**src/design/rgb_histogram_bar_chart_defines.svh**
```systemverilog
`ifndef RGB_HISTOGRAM_BAR_CHART_DEFINES_SVH
`define RGB_HISTOGRAM_BAR_CHART_DEFINES_SVH

// Check that cons holds in the same cycle as ante.
`define RHBC_ASSERT_SAME(label, clk, rst, ante, cons) \
   label: assert property (@(posedge clk) disable iff (rst) (ante) |-> (cons)) \
      else $error("rhbc: same-cycle check failed");

// Check that cons holds in the cycle after ante.
`define RHBC_ASSERT_NEXT(label, clk, rst, ante, cons) \
   label: assert property (@(posedge clk) disable iff (rst) (ante) |=> (cons)) \
      else $error("rhbc: next-cycle check failed");

`endif

```
**src/design/rhbc_pkg.sv**
```systemverilog
package rhbc_pkg;

   localparam int DEFAULT_BINS       = 256;
   localparam int DEFAULT_COUNT_BITS = 32;
   localparam int VALUE_BITS         = 8;
   localparam int OUT_BITS           = 32;
   // bars are scaled to 256 rows
   localparam int CHART_SHIFT        = 8;
   localparam int CHANNELS           = 3;
   localparam int CH_RED             = 0;
   localparam int CH_GREEN           = 1;
   localparam int CH_BLUE            = 2;
   localparam int QUEUE_DEPTH        = 2;

   typedef enum logic [1:0] {
      MODE_CLEAR = 2'd0,
      MODE_ACCUM = 2'd1,
      MODE_READ  = 2'd2,
      MODE_QUERY = 2'd3
   } mode_type;

   typedef enum logic [1:0] {
      ST_INIT,
      ST_IDLE,
      ST_EXEC,
      ST_CLEAR
   } back_state_type;

   typedef struct packed {
      logic [1:0]            mode;
      logic [VALUE_BITS-1:0] red;
      logic [VALUE_BITS-1:0] green;
      logic [VALUE_BITS-1:0] blue;
      logic [VALUE_BITS-1:0] bin_index;
      logic [VALUE_BITS-1:0] chart_row;
   } req_type;

   typedef struct packed {
      logic [OUT_BITS-1:0] red_count;
      logic [OUT_BITS-1:0] green_count;
      logic [OUT_BITS-1:0] blue_count;
      logic                red_lit;
      logic                green_lit;
      logic                blue_lit;
      logic [OUT_BITS-1:0] peak_count;
   } rsp_type;

   // Classified command: one bin index and one in-range flag per channel
   typedef struct packed {
      mode_type                             op;
      logic [CHANNELS-1:0]                  hit;
      logic [CHANNELS-1:0][VALUE_BITS-1:0]  idx;
      logic [VALUE_BITS-1:0]                row;
   } cmd_type;

   typedef struct packed {
      logic    valid;
      cmd_type cmd;
   } queue_head_type;

   typedef struct packed {
      logic q_full;
      logic init_busy;
   } front_status_type;

endpackage

```
**src/design/rhbc_front.sv**
```systemverilog
module rhbc_front #(
   parameter int BINS = rhbc_pkg::DEFAULT_BINS
) (
   input  logic                       start,
   output logic                       busy,
   input  rhbc_pkg::req_type          req_data,
   input  rhbc_pkg::front_status_type status,
   output logic                       push,
   output rhbc_pkg::cmd_type          push_cmd
);
   import rhbc_pkg::*;

   localparam int ADDR_W = $clog2(BINS);
   localparam int CMP_W  = ((ADDR_W > VALUE_BITS) ? ADDR_W : VALUE_BITS) + 1;
   localparam logic [CMP_W-1:0] BIN_LIMIT = CMP_W'(BINS);

   mode_type op;

   function automatic logic in_range(input logic [VALUE_BITS-1:0] v);
      return CMP_W'(v) < BIN_LIMIT;
   endfunction

   assign busy = status.q_full | status.init_busy;
   assign push = start & ~busy;
   assign op   = mode_type'(req_data.mode);

   always_comb begin
      push_cmd     = '0;
      push_cmd.op  = op;
      push_cmd.row = req_data.chart_row;
      unique case (op)
         MODE_ACCUM: begin
            push_cmd.idx[CH_RED]   = req_data.red;
            push_cmd.idx[CH_GREEN] = req_data.green;
            push_cmd.idx[CH_BLUE]  = req_data.blue;
         end
         default: begin
            push_cmd.idx[CH_RED]   = req_data.bin_index;
            push_cmd.idx[CH_GREEN] = req_data.bin_index;
            push_cmd.idx[CH_BLUE]  = req_data.bin_index;
         end
      endcase
      for (int ch = 0; ch < CHANNELS; ch++) begin
         push_cmd.hit[ch] = in_range(push_cmd.idx[ch]);
      end
   end

endmodule

```
**config.mk**
```make
export PLATFORM = sky130hd
export DESIGN_NAME = rhbc_front
export DESIGN_NICKNAME = d
export VERILOG_FILES = /design/src/design/rgb_histogram_bar_chart_defines.svh /design/src/design/rhbc_pkg.sv /design/src/design/rhbc_front.sv
export SDC_FILE = /design/constraint.sdc
export NUM_CORES = 1
export LEC_CHECK = 0
export BUFFER_PORTS_ARGS = -buffer_cell sky130_fd_sc_hd__clkbuf_2
export CORE_MARGIN = 2
export CORE_UTILIZATION = 32
export DETAILED_ROUTE_END_ITERATION = 8
export PLACE_DENSITY = 0.9
export SLEW_MARGIN = 5
export SYNTH_ARGS = -nofsm -noshare
export SYNTH_HDL_FRONTEND = slang
export SYNTH_SLANG_ARGS = --single-unit
```
**constraint.sdc**
```tcl
create_clock -name vclk -period 1.8
set_input_delay 0.27 -clock vclk [all_inputs]
set_output_delay 0.27 -clock vclk [all_outputs]
set_load 0.05 [all_outputs]
```
==> summary.txt <==
CP max stage delay -> 0.34 ns
row count -> 14
synthesized area -> 525.5 sq um
cell area after layout -> 769.5 sq um
setup bufs post-CTS -> 0
Final Hold Viols -> 0
Post-Layout Cell Count -> 114
max cap viols -> 0
DIE WIDTH -> 44.53 microns
Core Region -> 1524 sq um
diodes inserted -> 0
Leak -> 0.4791 nW
layout cell share with drive strength beyond 1 -> 0.9490
Slowest-stage cell, CP -> mux2_2
internal power component -> 0.1276 mW
largest delay contributor family on the critical path -> buffers and inverters
crit end category -> output pin
synth unique cells -> 10
drt via density -> 4.614
most common cell after layout, fill and taps aside -> clkbuf_2
cell accounting for the most synthesized area -> mux2_4
Yosys warning count -> 0
Endpoint, Worst Hold -> push_cmd[5]
critical path buffer and inverter count -> 3
Crit Path Class -> input port to output pin
Max FO, Critical Path -> 12
top post-synthesis cells by area -> mux2_4 (57%), buf_4 (19%), mux2_2 (8.6%), buf_12 (7.6%), nor2b_4 (2.6%)
Layout area overhead -> 46.43%
worst path arrival time -> 1.30 ns
FF+latch area -> 0 sq um
DP HPWL -> 1.178 mm
DRT antenna net count -> 0
logic gate share of total power -> 1.000
PwrDens -> 476.0 nW/um^2
post-synth top area share -> 0.5714
WL/cell -> 10.71 microns
Starting Density -> 0.3448
Critical Path Stages -> 5
sequential cell area fraction in the yosys report -> 0
RD Place Congestion -> 0.6567
CTS resizes -> 0
Die Span Y -> 44.53 microns
setup violators final -> 0
vias -> 526
commonest cells after routing, fill and taps aside -> clkbuf_2 (65), mux2_4 (20), mux2_2 (4)
nets -> 145
Setup TNS Final -> 0 ns
fin crit share -> 0.8746
hold_sp -> req_data[5]
Worst VDD drop -> 0.2387 mV
RSZ-0062 raised after global routing -> no
register share of total power -> 0
Total Die Area -> 1982 sq um
Fillers -> 148
FF+latch count -> 0
placed insts -> 114
initial antenna violation count -> 0
crit path cell chain -> clkbuf_2 > nor2b_4 > buf_12 > mux2_2 > clkbuf_2
Syn Inst Count -> 45
fin util -> 0.5049
switching power -> 0.2387 mW
Net Sw Frac -> 0.6517
required time worst endpoint -> 1.53 ns
largest net degree at the start of global routing -> 13
most frequent CP cell -> clkbuf_2
critical path startpoint category -> input port
total power draw -> 0.3663 mW
Post-CTS Hold Buffers -> 0
GRT Util Overall -> 0.1170
status -> completed
clock power share -> 0
Detailed Route WL -> 1.221 mm
Hold/Removal Path Class -> input port to output pin
Achievable Freq -> 0.6352 GHz
vias in the first global route -> 488
IO Pins -> 84
min cycle time layout -> 1.574 ns
# DRC -> 0
hold depth -> 0
first-pass GRT wire length -> 1.883 mm
Slew Limit Fails -> 0
1st-iter DRT viols -> 0
clock buffer count -> 0
remaining global-route overflow -> 0
dpl cell area -> 769.5 sq um
syn_area_per_cell -> 11.68 sq um
Pre-Repair DR Iteration Count -> 1
Buffers on Ports -> 65
## power groups by stage
stage	sequential, mW	combinational [mW]	clock (mW)
2_1_floorplan	0	0.342	0
6_report	0	0.366	0
4_1_cts	0	0.370	0
3_3_place_gp	0	0.364	0
5_1_grt	0	0.384	0
3_5_place_dp	0	0.369	0
## synth_stat cells
cell type  count
inv_1          1
mux2_2         4
mux2_4        20
buf_12         2
buf_6          1
nor2_1         1
conb_1         1
nor2b_4        1
or2_2          1
buf_4         13
## layer usage
layer | track usage | wire (microns) | vias up
li1 | - | - | 245
met1 | 0.1157 | 369 | 228
met2 | 0.2551 | 654 | 51
met3 | 0.02041 | 196 | 2
met4 | 0 | 2 | 0
met5 | 0 | 0 | -
## area by class of cell
type / instances / area (sq um) / share of cell area
timing repair buffer: 67 / 365.4 / 0.4748
multi-input combinational: 30 / 380.4 / 0.4943
tap: 16 / 20.02 / 0.02602
inverter: 1 / 3.754 / 0.004878
## kinds of logic after synthesis
group	after synthesis	share of synthesized area
muxes	24	0.6571
buffers and inverters	17	0.2905
and+or+nand+nor	3	0.04523
other	1	0.007136
## stage by stage
stage          hold WS, ns  worst slack (ns)
2_1_floorplan       0.7071            0.1407
3_3_place_gp        0.5404            0.2530
3_5_place_dp        0.5404            0.2109
4_1_cts             0.5404            0.2096
5_1_grt             0.5401            0.1703
6_report            0.5400            0.2256
## worst max-delay path by stage
| stage | from | end | slack (ns) |
|---|---|---|---|
| after floorplan | status[0] | push | 0.14 |
| after global placement | req_data[40] | push_cmd[29] | 0.25 |
| after detailed placement | req_data[40] | push_cmd[29] | 0.21 |
| after CTS | req_data[40] | push_cmd[29] | 0.21 |
| after global routing | req_data[40] | push_cmd[31] | 0.17 |
| final | req_data[40] | push_cmd[29] | 0.23 |
No activity file was read; power rests on OpenSTA's default activity.
