$ cat config.mk
export PLATFORM = sky130hd
export DESIGN_NAME = rhbc_queue
export DESIGN_NICKNAME = d
export VERILOG_FILES = /design/src/design/rhbc_pkg.sv /design/src/design/rhbc_queue.sv
export VERILOG_INCLUDE_DIRS = /design/src /design/src/design
export SDC_FILE = /design/constraint.sdc
export NUM_CORES = 1
export LEC_CHECK = 0
export ABC_CLOCK_PERIOD_IN_PS = 3500
export BUFFER_PORTS_ARGS = -buffer_cell sky130_fd_sc_hd__buf_4
export CORE_ASPECT_RATIO = 0.6
export CORE_UTILIZATION = 50
export DETAILED_ROUTE_END_ITERATION = 6
export GPL_ROUTABILITY_DRIVEN = 0
export PLACE_DENSITY = 0.8
export SLEW_MARGIN = 10
export SYNTH_ARGS = -nofsm -noshare
export SYNTH_HDL_FRONTEND = slang
export SYNTH_SLANG_ARGS = --single-unit
$ cat constraint.sdc
create_clock -name clock -period 3.5 [get_ports clock]
set_input_delay 0.7 -clock clock [delete_from_list [all_inputs] [get_ports clock]]
set_output_delay 0.7 -clock clock [all_outputs]
set_load 0.01 [all_outputs]
$ cat src/design/rgb_histogram_bar_chart_defines.svh
`ifndef RGB_HISTOGRAM_BAR_CHART_DEFINES_SVH
`define RGB_HISTOGRAM_BAR_CHART_DEFINES_SVH

// Check that cons holds in the same cycle as ante.
`define RHBC_ASSERT_SAME(label, clk, rst, ante, cons) \
   label: assert property (@(posedge clk) disable iff (rst) (ante) |-> (cons)) \
      else $error("rhbc: same-cycle check failed");

// Check that cons holds in the cycle after ante.
`define RHBC_ASSERT_NEXT(label, clk, rst, ante, cons) \
   label: assert property (@(posedge clk) disable iff (rst) (ante) |=> (cons)) \
      else $error("rhbc: next-cycle check failed");

`endif

$ cat src/design/rhbc_pkg.sv
package rhbc_pkg;

   localparam int DEFAULT_BINS       = 256;
   localparam int DEFAULT_COUNT_BITS = 32;
   localparam int VALUE_BITS         = 8;
   localparam int OUT_BITS           = 32;
   // bars are scaled to 256 rows
   localparam int CHART_SHIFT        = 8;
   localparam int CHANNELS           = 3;
   localparam int CH_RED             = 0;
   localparam int CH_GREEN           = 1;
   localparam int CH_BLUE            = 2;
   localparam int QUEUE_DEPTH        = 2;

   typedef enum logic [1:0] {
      MODE_CLEAR = 2'd0,
      MODE_ACCUM = 2'd1,
      MODE_READ  = 2'd2,
      MODE_QUERY = 2'd3
   } mode_type;

   typedef enum logic [1:0] {
      ST_INIT,
      ST_IDLE,
      ST_EXEC,
      ST_CLEAR
   } back_state_type;

   typedef struct packed {
      logic [1:0]            mode;
      logic [VALUE_BITS-1:0] red;
      logic [VALUE_BITS-1:0] green;
      logic [VALUE_BITS-1:0] blue;
      logic [VALUE_BITS-1:0] bin_index;
      logic [VALUE_BITS-1:0] chart_row;
   } req_type;

   typedef struct packed {
      logic [OUT_BITS-1:0] red_count;
      logic [OUT_BITS-1:0] green_count;
      logic [OUT_BITS-1:0] blue_count;
      logic                red_lit;
      logic                green_lit;
      logic                blue_lit;
      logic [OUT_BITS-1:0] peak_count;
   } rsp_type;

   // Classified command: one bin index and one in-range flag per channel
   typedef struct packed {
      mode_type                             op;
      logic [CHANNELS-1:0]                  hit;
      logic [CHANNELS-1:0][VALUE_BITS-1:0]  idx;
      logic [VALUE_BITS-1:0]                row;
   } cmd_type;

   typedef struct packed {
      logic    valid;
      cmd_type cmd;
   } queue_head_type;

   typedef struct packed {
      logic q_full;
      logic init_busy;
   } front_status_type;

endpackage

$ cat src/design/rhbc_queue.sv
`include "rgb_histogram_bar_chart_defines.svh"

module rhbc_queue (
   input  logic                     clock,
   input  logic                     reset,
   input  logic                     push,
   input  rhbc_pkg::cmd_type        push_cmd,
   input  logic                     pop,
   output rhbc_pkg::queue_head_type head,
   output logic                     full
);
   import rhbc_pkg::*;

   localparam int PTR_W = $clog2(QUEUE_DEPTH);
   localparam int CNT_W = $clog2(QUEUE_DEPTH + 1);
   localparam logic [CNT_W-1:0] CNT_FULL = CNT_W'(QUEUE_DEPTH);
   localparam logic [PTR_W-1:0] PTR_LAST = PTR_W'(QUEUE_DEPTH - 1);

   cmd_type          entry_ff [QUEUE_DEPTH];
   logic [PTR_W-1:0] wr_ptr_ff, wr_ptr_in;
   logic [PTR_W-1:0] rd_ptr_ff, rd_ptr_in;
   logic [CNT_W-1:0] count_ff, count_in;

   always_comb begin
      wr_ptr_in = wr_ptr_ff;
      rd_ptr_in = rd_ptr_ff;
      count_in  = count_ff;
      if (push) begin
         wr_ptr_in = (wr_ptr_ff == PTR_LAST) ? '0 : wr_ptr_ff + PTR_W'(1);
      end
      if (pop) begin
         rd_ptr_in = (rd_ptr_ff == PTR_LAST) ? '0 : rd_ptr_ff + PTR_W'(1);
      end
      if (push && !pop) begin
         count_in = count_ff + CNT_W'(1);
      end else if (pop && !push) begin
         count_in = count_ff - CNT_W'(1);
      end
   end

   always_ff @(posedge clock) begin
      if (reset) begin
         wr_ptr_ff <= '0;
         rd_ptr_ff <= '0;
         count_ff  <= '0;
      end else begin
         wr_ptr_ff <= wr_ptr_in;
         rd_ptr_ff <= rd_ptr_in;
         count_ff  <= count_in;
      end
   end

   always_ff @(posedge clock) begin
      if (push) begin
         entry_ff[wr_ptr_ff] <= push_cmd;
      end
   end

   assign head.valid = (count_ff != '0);
   assign head.cmd   = entry_ff[rd_ptr_ff];
   assign full       = (count_ff == CNT_FULL);

   `RHBC_ASSERT_SAME(a_no_overrun, clock, reset, push, !full)
   `RHBC_ASSERT_SAME(a_no_underrun, clock, reset, pop, head.valid)
   `RHBC_ASSERT_NEXT(a_head_kept, clock, reset, head.valid && !pop, head.valid)

endmodule

==> flow_summary.json <==
{
  "syn_inst": 137,
  "portBuffers": 79,
  "slew_violations": 0,
  "routedWlPerCell_um": 14.9,
  "rows": 21,
  "drc": 0,
  "post_cts_buffers": 0,
  "clkLatencyLatePin_ps": 340,
  "initial_utilization_pct": 51.8,
  "ys_ff_latch": 79,
  "dieArea_um2": 6090,
  "viasPerCell": 4.71,
  "hold_viol": 0,
  "multi_input_area_um2": 532,
  "cp_max_fo": 37,
  "critPathKind": "flop to output pin",
  "seqPwrFrac_pct": 53.7,
  "synth_warnings": 0,
  "avgSynthCellArea_um2": 21.1,
  "clock_path_buffers": 2,
  "pwr-share-comb_pct": 12.1,
  "core_um2": 5570,
  "drt_iter0_drc": 46,
  "internal-power_w": 0.00165,
  "startpoint_type": "flop",
  "fillers": 382,
  "synth_flop_cell": "edfxtp_1",
  "min_path_type": "flop to flop",
  "worstPathArrival_ps": 1840,
  "max_slew_margin_pct": 40.8,
  "synthArstFlopShare_pct": 0,
  "reg2reg_from": "wr_ptr_ff$_SDFFE_PP0P_",
  "grt_max_degree": 38,
  "layout-area-overhead-vs-synth_pct": 30.9,
  "synth_top_area_share_pct": 76.9,
  "numCtsBuffers": 9,
  "synth_common_cells": "74 x edfxtp_1, 37 x mux2_2, 5 x dfxtp_1",
  "r2r_end": "entry_ff[0][6]$_DFFE_PP_",
  "regArea_um2": 2320,
  "reg2reg_depth": 2,
  "ys_types": 17,
  "tightest_slew_ps": 888,
  "grt_pass1_vias": 1433,
  "fmax_mhz": 394,
  "hold_buffers": 0,
  "p_per_area_nw_per_um2": 557,
  "p_sw_share_pct": 21.5,
  "yosysSeqAreaShare_pct": 80.4,
  "vias": 1456,
  "cts_tree": "yes",
  "maxCapViolCount": 0,
  "antennaDiodeCount": 0,
  "fin_setup_tns_ps": 0,
  "clkPwrFrac_pct": 34.2,
  "grt_setup_unrepaired": "false",
  "layout_min_cycle_time_ps": 2540,
  "dr.pass1.iters": 4,
  "finalPower_w": 0.00210,
  "synth_area_leaders": "edfxtp_1 77%, mux2_2 14%, dfxtp_1 3.5%, buf_6 1.2%, xnor2_1 0.61%",
  "grt_overflow": 0,
  "grt_usage_pct": 16.7,
  "ir_worst_vdd_uv": 300,
  "synth_edf_count": 74,
  "antenna_found_initial": 0,
  "hold_depth": 2,
  "skew_ps": 7.26,
  "synth_top_area_cell": "edfxtp_1",
  "nets": 266,
  "setup_viol": 0,
  "netlist_area_um2": 2890,
  "htreeDepth": 3,
  "synthesis.nets": 179,
  "leakage_nw": 1.43,
  "grt_pass1_wl_mm": 7.02,
  "r2r_slack_ps": 1900,
  "cts_root_buffer": "clkbuf_8",
  "synth_most_common_cell": "edfxtp_1",
  "drive_gt1_share_pct": 60.3,
  "post-dp-hpwl_mm": 2.97,
  "die_h_um": 60.9,
  "drtAntennaViolNets": 0,
  "routed_wl_mm": 4.62,
  "status": "complete, no violations",
  "cp_data_required_time_ps": 2800,
  "end_kind": "output pin",
  "holdPathEnd": "count_ff[1]$_SDFFE_PP0P_",
  "p_sw_w": 0.000453,
  "min_from": "count_ff[1]$_SDFFE_PP0P_",
  "finalCritPeriodShare_pct": 72.5,
  "cts.sinks": 79,
  "io_pins": 80,
  "die_w_um": 100,
  "cts_resized": 0,
  "clkTransAtPathRegs_ps": 70
}
==> final cells by class <==
type,instances,area share (%)
clock buffers,9,3.28
clock inverters,7,2.55
inverters,1,0.0993
multi-input cells,53,14.1
flip-flops and latches,79,61.5
well taps,80,2.65
repair buffers,80,15.9
==> flip-flops by register name, summed over array words and instances, names as in the netlist, named ones only <==
signal,count
entry_ff,74
count_ff,2
rd_ptr_ff,1
wr_ptr_ff,1
==> routing by layer <==
layer  vias up  wire length (um)  GRT usage, %
li1        704                 -             -
met2        64              1990          25.6
met1       683              2140          20.5
met5         -                 0             0
met3         5               453          9.79
met4         0                36          4.35
==> kinds of logic after synthesis <==
family	share of synthesized area [%]
buffers and inverters	1.47
adder cells (fa/ha/maj)	0.433
AO/OA/AOI/OAI	0.346
XOR/XNOR	1.21
flip-flops	80.4
AND/OR/NAND/NOR	1.69
multiplexers	14.4
==> worst max path at each step <==
stage / end / startpoint / slack (ps) / depth (start not counted)
finish: head[11] / flop / 960 / 2
detailed placement: head[30] / flop / 1320 / 2
floorplan: entry_ff[0][0]$_DFFE_PP_ / push / 700 / 1
global route: head[11] / flop / 840 / 2
CTS: head[11] / flop / 920 / 2
global placement: head[30] / flop / 1300 / 2
==> cell usage in the layout, fill, tap and decap left out, types with 2 or more instances in the layout <==
cell / n
clkinv_2: 2
clkinv_4: 2
buf_4: 80
bufinv_16: 2
edfxtp_1: 74
nor2_1: 4
dfxtp_1: 4
mux2_2: 37
xor2_1: 2
clkbuf_8: 9
xnor2_1: 2
==> stage by stage <==
stage                     setup slack (ps)  util, %  cells  hold slack, ps  cell area, um^2
final                                  963     67.9    309             508             3780
after global routing                   841     67.9    309             515             3780
after CTS                              919     67.9    309             511             3780
after detailed placement              1320     63.9    293             499             3560
after global placement                1300     63.9    293             478             3560
after floorplan                        703        -    137             456             2890
==> worst max-delay path: stages, from the launching register on <==
cell and delay, ps:
dfxtp_2 910, mux2_2 430, buf_4 150
==> power by group through the flow <==
stage | Combinational (W) | Sequential [W] | Clock (W)
after global routing | 0.000277 | 0.00114 | 0.000774
after CTS | 0.000258 | 0.00113 | 0.000737
after floorplan | 0.000141 | 0.00113 | 0
final | 0.000254 | 0.00113 | 0.000719
after global placement | 0.000253 | 0.00115 | 0
after detailed placement | 0.000257 | 0.00115 | 0
No activity file was read; power rests on OpenSTA's default activity.
